[src/rtl/core/pmst_pkg.sv]
// ============================================================================
// pmst_pkg: shared types and constants for the Prim spanning-tree engine
// Field widths, heap key limits, controller states, datapath ops and status.
// ============================================================================
package pmst_pkg;

    localparam int ACT_W    = 1;
    localparam int VERT_W   = 6;
    localparam int KEY_W    = 24;
    localparam int PARENT_W = 7;
    localparam int CFG_W    = 7;

    localparam int NODES_DEF     = 64;
    localparam int ADJ_SLOTS_DEF = 2048;

    localparam logic [CFG_W-1:0]    NODE_COUNT_RST = 7'd64;
    localparam logic [KEY_W-1:0]    INF_KEY        = 24'd10000000;
    localparam logic [PARENT_W-1:0] PARENT_NONE    = 7'h7F;
    localparam logic [ACT_W-1:0]    ACT_RUN        = 1'b1;

    typedef enum logic [4:0] {
        ST_IDLE,
        ST_ADD_RD_A,
        ST_ADD_A,
        ST_ADD_RD_B,
        ST_ADD_B,
        ST_BUILD,
        ST_INS_START,
        ST_SU_CHECK,
        ST_SU_CMP,
        ST_POP,
        ST_POP_TAKE,
        ST_SD_CHECK,
        ST_SD_CMP,
        ST_RELAX_START,
        ST_RELAX_HEAD,
        ST_RELAX_EDGE,
        ST_RELAX_POS,
        ST_RELAX_KEY,
        ST_NEXT_SLOT,
        ST_OUT_RD,
        ST_OUT_LD
    } pmst_state_t;

    typedef enum logic [4:0] {
        OP_NONE,
        OP_MARK_DROP,
        OP_LATCH_EDGE,
        OP_LIST_RD_A,
        OP_APPEND_A,
        OP_LIST_RD_B,
        OP_APPEND_B,
        OP_RUN_INIT,
        OP_BUILD_STEP,
        OP_INS_START,
        OP_SU_READ,
        OP_SU_MOVE,
        OP_PLACE,
        OP_POP_READ,
        OP_POP_TAKE,
        OP_SD_READ,
        OP_SD_MOVE,
        OP_MARK_VISIT,
        OP_LIST_RD_U,
        OP_SLOT_FIRST,
        OP_POS_READ,
        OP_KEY_READ,
        OP_RELAX_UPD,
        OP_SLOT_NEXT,
        OP_OUT_INIT,
        OP_I_INC,
        OP_PAR_READ,
        OP_OUT_LOAD,
        OP_CLEAR
    } pmst_op_t;

    typedef struct packed {
        pmst_op_t op;
    } pmst_cmd_t;

    typedef struct packed {
        logic is_run;
        logic edge_skip;
        logic pool_full;
        logic build_last;
        logic heap_empty;
        logic su_top;
        logic su_swap;
        logic sd_leaf;
        logic sd_swap;
        logic u_skip;
        logic relax_ok;
        logic relax_upd;
        logic slot_tail;
        logic out_done;
        logic out_skip;
        logic out_free;
    } pmst_stat_t;

endpackage

[src/rtl/core/pmst_ctrl.sv]
// ============================================================================
// pmst_ctrl: sequencer for edge loads, heap walk and result drain
// Steps the datapath one op per cycle from its status flags, waiting while res stalls.
// ============================================================================
module pmst_ctrl (
    input  logic                  clk,
    input  logic                  rst_n,
    input  logic                  in_valid,
    output logic                  in_ready,
    input  pmst_pkg::pmst_stat_t  stat,
    output pmst_pkg::pmst_cmd_t   ctl
);
    import pmst_pkg::*;

    pmst_state_t state_reg, state_next;
    logic        su_ret_reg, su_ret_next;   // 1: sift-up came from an edge relax

    always_ff @(posedge clk or negedge rst_n)
    begin
        if (!rst_n)
        begin
            state_reg  <= ST_IDLE;
            su_ret_reg <= 1'b0;
        end
        else
        begin
            state_reg  <= state_next;
            su_ret_reg <= su_ret_next;
        end
    end

    always_comb
    begin
        state_next  = state_reg;
        su_ret_next = su_ret_reg;
        ctl.op      = OP_NONE;
        in_ready    = 1'b0;
        unique case (state_reg)
            ST_IDLE:
            begin
                in_ready = 1'b1;
                if (in_valid)
                begin
                    priority if (stat.is_run)
                    begin
                        ctl.op     = OP_RUN_INIT;
                        state_next = ST_BUILD;
                    end
                    else if (stat.edge_skip)
                    begin
                        ctl.op = OP_NONE;
                    end
                    else if (stat.pool_full)
                    begin
                        ctl.op = OP_MARK_DROP;
                    end
                    else
                    begin
                        ctl.op     = OP_LATCH_EDGE;
                        state_next = ST_ADD_RD_A;
                    end
                end
            end
            ST_ADD_RD_A:
            begin
                ctl.op     = OP_LIST_RD_A;
                state_next = ST_ADD_A;
            end
            ST_ADD_A:
            begin
                ctl.op     = OP_APPEND_A;
                state_next = ST_ADD_RD_B;
            end
            ST_ADD_RD_B:
            begin
                ctl.op     = OP_LIST_RD_B;
                state_next = ST_ADD_B;
            end
            ST_ADD_B:
            begin
                ctl.op     = OP_APPEND_B;
                state_next = ST_IDLE;
            end
            ST_BUILD:
            begin
                ctl.op = OP_BUILD_STEP;
                if (stat.build_last)
                    state_next = ST_INS_START;
            end
            ST_INS_START:
            begin
                ctl.op      = OP_INS_START;
                su_ret_next = 1'b0;
                state_next  = ST_SU_CHECK;
            end
            ST_SU_CHECK:
            begin
                if (stat.su_top)
                begin
                    ctl.op     = OP_PLACE;
                    state_next = su_ret_reg ? ST_NEXT_SLOT : ST_POP;
                end
                else
                begin
                    ctl.op     = OP_SU_READ;
                    state_next = ST_SU_CMP;
                end
            end
            ST_SU_CMP:
            begin
                if (stat.su_swap)
                begin
                    ctl.op     = OP_SU_MOVE;
                    state_next = ST_SU_CHECK;
                end
                else
                begin
                    ctl.op     = OP_PLACE;
                    state_next = su_ret_reg ? ST_NEXT_SLOT : ST_POP;
                end
            end
            ST_POP:
            begin
                if (stat.heap_empty)
                begin
                    ctl.op     = OP_OUT_INIT;
                    state_next = ST_OUT_RD;
                end
                else
                begin
                    ctl.op     = OP_POP_READ;
                    state_next = ST_POP_TAKE;
                end
            end
            ST_POP_TAKE:
            begin
                ctl.op     = OP_POP_TAKE;
                state_next = ST_SD_CHECK;
            end
            ST_SD_CHECK:
            begin
                if (stat.sd_leaf)
                begin
                    ctl.op     = OP_PLACE;
                    state_next = ST_RELAX_START;
                end
                else
                begin
                    ctl.op     = OP_SD_READ;
                    state_next = ST_SD_CMP;
                end
            end
            ST_SD_CMP:
            begin
                if (stat.sd_swap)
                begin
                    ctl.op     = OP_SD_MOVE;
                    state_next = ST_SD_CHECK;
                end
                else
                begin
                    ctl.op     = OP_PLACE;
                    state_next = ST_RELAX_START;
                end
            end
            ST_RELAX_START:
            begin
                if (stat.u_skip)
                begin
                    ctl.op     = OP_MARK_VISIT;
                    state_next = ST_POP;
                end
                else
                begin
                    ctl.op     = OP_LIST_RD_U;
                    state_next = ST_RELAX_HEAD;
                end
            end
            ST_RELAX_HEAD:
            begin
                ctl.op     = OP_SLOT_FIRST;
                state_next = ST_RELAX_EDGE;
            end
            ST_RELAX_EDGE:
            begin
                if (stat.relax_ok)
                begin
                    ctl.op     = OP_POS_READ;
                    state_next = ST_RELAX_POS;
                end
                else
                begin
                    state_next = ST_NEXT_SLOT;
                end
            end
            ST_RELAX_POS:
            begin
                ctl.op     = OP_KEY_READ;
                state_next = ST_RELAX_KEY;
            end
            ST_RELAX_KEY:
            begin
                if (stat.relax_upd)
                begin
                    ctl.op      = OP_RELAX_UPD;
                    su_ret_next = 1'b1;
                    state_next  = ST_SU_CHECK;
                end
                else
                begin
                    state_next = ST_NEXT_SLOT;
                end
            end
            ST_NEXT_SLOT:
            begin
                if (stat.slot_tail)
                begin
                    ctl.op     = OP_MARK_VISIT;
                    state_next = ST_POP;
                end
                else
                begin
                    ctl.op     = OP_SLOT_NEXT;
                    state_next = ST_RELAX_EDGE;
                end
            end
            ST_OUT_RD:
            begin
                priority if (stat.out_done)
                begin
                    ctl.op     = OP_CLEAR;
                    state_next = ST_IDLE;
                end
                else if (stat.out_skip)
                begin
                    ctl.op = OP_I_INC;
                end
                else
                begin
                    ctl.op     = OP_PAR_READ;
                    state_next = ST_OUT_LD;
                end
            end
            ST_OUT_LD:
            begin
                if (stat.out_free)
                begin
                    ctl.op     = OP_OUT_LOAD;
                    state_next = ST_OUT_RD;
                end
            end
            default:
            begin
                state_next = ST_IDLE;
            end
        endcase
    end

endmodule

[config.mk]
export PLATFORM = sky130hd
export DESIGN_NAME = pmst_ctrl
export DESIGN_NICKNAME = d
export VERILOG_FILES = /design/src/rtl/core/pmst_pkg.sv /design/src/rtl/core/pmst_ctrl.sv
export SDC_FILE = /design/constraint.sdc
export NUM_CORES = 1
export LEC_CHECK = 0
export ABC_AREA = 1
export BUFFER_PORTS_ARGS = -buffer_cell sky130_fd_sc_hd__buf_2
export CAP_MARGIN = 20
export CELL_PAD_IN_SITES_DETAIL_PLACEMENT = 2
export CELL_PAD_IN_SITES_GLOBAL_PLACEMENT = 2
export CORE_ASPECT_RATIO = 1.2
export CORE_MARGIN = 2
export CORE_UTILIZATION = 25
export DETAILED_ROUTE_END_ITERATION = 8
export PLACE_DENSITY_LB_ADDON = 0.1
export SKIP_LAST_GASP = 1
export SYNTH_ARGS = -nofsm -noshare
export SYNTH_HDL_FRONTEND = slang
export SYNTH_SLANG_ARGS = --single-unit
[constraint.sdc]
create_clock -name clk -period 1.8 [get_ports clk]
set_input_delay 0.27 -clock clk [delete_from_list [all_inputs] [get_ports clk]]
set_output_delay 0.27 -clock clk [all_outputs]
set_load 0.005 [all_outputs]
# == Word level (Yosys, flattened, before mapping) ==
# Index checks and enable logic that the tools add are counted.
# totals
regBits,6
in_bits,19
elab_cells,72
# classes
n_eq_ne,27
n_mux,39
reduce_logical,4
# ops
op,n
5-bit one-hot mux with 21 select lines,1
5-bit one-hot mux with 20 select lines,1
5-bit two-way mux,18
5-bit by 4-bit equality test with 1-bit output (second input constant),8
3-bit two-way mux,9
5-bit equality test (second input constant),5
5-bit by 3-bit equality test with 1-bit output (second input constant),4
2-bit two-way mux,6
5-bit by 2-bit equality test with 1-bit output (second input constant),2
3-bit inequality test (second input constant),3
2-bit inequality test (second input constant),4
6-bit AND reduction,1
5-bit by 1-bit equality test with 1-bit output (second input constant),1
5-bit zero test,1
1-bit two-way mux,3
1-bit one-hot mux with 2 select lines,1
2-bit AND reduction,1
2-bit nonzero test,1

# == Longest topological paths before layout ==
# depth
ltp_word,5
mapped_depth,12

# == Worst setup path before layout ==
# OpenSTA, ideal clock, no wires.
# synth_timing
path_kind,flip-flop to output port
startpoint,reg state_reg[2]
endpoint,out ctl[0] in the netlist's numbering
t_arrival_ps,1228
required_ps,1530
path_slack_ps,302
path_stages_with_launch,8
n_path_buf,0
path_cell_list,dfrtp_1 nor2_4 nand2_2 nor2_2 nand2_2 nor2_2 nor3_1 nand3b_1
# synth_lines
item,line,rtl
from (decl),pmst_ctrl.sv:15,"pmst_state_t state_reg, state_next;"
from (signal assigned),pmst_ctrl.sv:27,state_reg <= state_next;
to (decl),pmst_ctrl.sv:11,output pmst_pkg::pmst_cmd_t ctl

==> impl_results.md <==
- Status: complete, but fails checks
- Failing checks: negative setup slack
- Async SR Flop Fraction: 100%
- Starting DRT DRC Count: 28
- Synthesized area: 998 sq um
- EDFF count, synth: 0
- Synthesized net count: 204
- Routed wire length: 5340 um
- Avg Inst Size Synth: 5.40 sq um
- Min-Delay Path Class: input port to async pin
- Reg-to-Reg End: state_reg[0]
- Layout Nets: between 200 and 300
- Max reg flops: 5
- Initial antenna violation count: 0
- Gpl congestion: 0.867
- Num rows: 25
- Number of port buffers: 24
- Vias in the first global route: 1623
- Sequential element share of the synthesized area: 15.0%
- CP delay by family, top: simple AND/OR/NAND/NOR gates
- Vias: 1442
- Setup Skew: 0.958 ps
- Yosys Warn Count: 0
- Mapped Cells: between 150 and 200
- Cts bufs inserted: 3
- DRC viols: 0
- Storage cell area: 155 sq um
- Worst endpoint data arrival time: 1700 ps
- FMAX: about 510 MHz
- CP Max Fanout: 4
- First-pass GRT wire length: 8290 um
- Peak VDD IR: 477 uV
- WS Path Type: register to primary output
- Post-detail-place hpwl: 4190 um
- CP max stage delay: 450 ps
- Pwr Density: around 1400 nW/um^2
- Vias per cell: 4.90
- # diodes: 0
- Worst Slack Setup Final: -169 ps
- Critical-path cell list: inv_2 > nor2_2 > nand4_1 > nand2_1 > a21oi_1 > nand4_1 > buf_2
- Leak: 0.861 nW
- Syn-to-layout area delta: 60.5%
- R2r setup slk: 90 ps
- CTS tree: built
- Clk pin slew, worst setup/hold paths: 40 ps
- Avg WL per Cell: 18.2 um
- Synth Flop Type: dfrtp_1
- # fillers: 520
- Clock tree buffer depth: 2
- Element type at the critical path end: primary output
- Total GRT Usage: between 20% and 30%
- Share of post-route cells with drive strength above 1: 46.7%
- Endpoints failing setup: 5
- Startpoint Class: register
- Pins Over Slew Limit: 0
- Most common cell in the netlist: nand2_1
- Starting density of the core: 25.7%
- CP required: 1530 ps
- Clock period minus worst slack: 1970 ps
- Synth top area cells: nand2_1 19%, dfrtp_1 15%, inv_1 9.8%
- Crit path buffers/inverters: 2
- Largest net degree at the start of global routing: 8
- Synth area leader: nand2_1
- Reg-to-Reg Start: state_reg[0]
- Max-Cap Viols: 0
- Final Hold Vio Count: 0
- Reg2reg path depth: 11
- Unique masters post-synth: 22
- Worst path slowest cell: dfrtp_2
- Worst Tran Pin Value: 344 ps
- CTS sink count: 6
- Core Area: 3880 sq um
- Yosys reg bits: 6
- Root Driver: clkbuf_8
- Synth top cells by count: 51 x nand2_1, 26 x inv_1, 24 x nor2_1, 18 x nand3_1, 9 x nand4_1
- RSZ-0062 raised after global routing: true
- Design area: 1600 sq um
- Die area: approximately 4500 sq um
- Setup TNS: -627 ps
- Worst-Skew Late Latency: around 220 ps
- Final Util: approximately two fifths
- Worst rel slew slack: 76.9%
- Total I/O pin count: 25
- First-pass iteration count of the detailed router: 4
- DP Area: between 1000 and 1500 sq um
- Die Span Y: 73.2 um
- Synth top area share: 19.2%
- Htree depth: 1
- Die W: 61.7 um
- Multi-input gate area: 878 sq um
- ANT nets after route: 0
- Cell mode on critical path: nand4_1
- Grt total ovfl: 0
- Crit share post-route: 109%
## layer usage
layer  global-route usage [%]  vias up  wire length (um)
li1                         -      707                 -
met1                     31.1      709              2300
met2                     46.7       22              2890
met3                     1.77        4                97
met4                     4.02        0                48
met5                        0        -                 0
## how the worst max path moves through the flow
stage / cells past startpoint / slack, ps / endpoint / start
after floorplan: 7 / 300 / ctl[0] / state_reg[2]
after global placement: 8 / -80 / ctl[1] / state_reg[1]
after detailed placement: 8 / -130 / ctl[1] / state_reg[1]
after CTS: 8 / -80 / ctl[1] / state_reg[0]
after global routing: 7 / -280 / ctl[2] / state_reg[0]
final: 7 / -170 / ctl[2] / state_reg[0]
## kinds of logic (layout without fill, tap and decap cells)
kind of cell	after synthesis	after routing	synth area share, %
compound gates	17	17	9.52
buf+inv	33	88	12.8
flops	6	6	15.0
simple gates	129	129	62.7
## report_power, final
part | switching, mW | total (mW) | leakage, nW | internal (mW)
registers | 0.123 | 0.322 | 0.0733 | 0.200
clock network | 0.0601 | 0.204 | 0.0216 | 0.144
logic | 1.06 | 1.74 | 0.766 | 0.680
## worst register-to-register path: stages (launching register included)
cell and delay [ps]:
dfrtp_2 470, inv_2 150, nor2_2 80, nand4_1 200, nand2_1 120, buf_4 140, inv_1 40, nand2_1 50
nor2_1 130, nand2_1 80, nand2_1 60, nand2_1 70
## what timing repair did
item,in CTS,in global routing
setup buffers,12,2
hold buffers,1,0
gates resized for setup,46,4
endpoints found under the hold margin,6,0
setup endpoints to repair,5,5
pin swaps,8,3
## area by class of cell
| type | count | share of cell area, % |
|---|---|---|
| multi-input cells | 146 | 54.8 |
| clock buffers | 3 | 2.58 |
| flip-flops and latches | 6 | 9.68 |
| repair buffers | 53 | 21.2 |
| well taps | 54 | 4.22 |
| inverters | 32 | 7.49 |
## through the flow
stage               hold slack (ps)  setup slack [ps]  cells  power, mW
finish                          408              -169    294       2.27
floorplan                     -25.6               302    185       1.09
detailed placement              104              -133    276       1.67
CTS                             414             -77.3    292       2.20
global placement               96.9             -78.6    276       1.64
global route                    426              -275    294       2.44
## cells in the final DEF, fill, tap and decap left out, drive strengths merged
cell,count
o211ai,1
nor2,35
nand3b,2
clkbuf,3
or2,2
nor3,5
a21oi,4
dfrtp,6
o21ai,10
inv,32
nand4,9
dlygate4sd3,1
o211a,1
nand3,20
buf,52
a22oi,1
nor4,1
nand2,55
No activity file was read; power rests on OpenSTA's default activity.
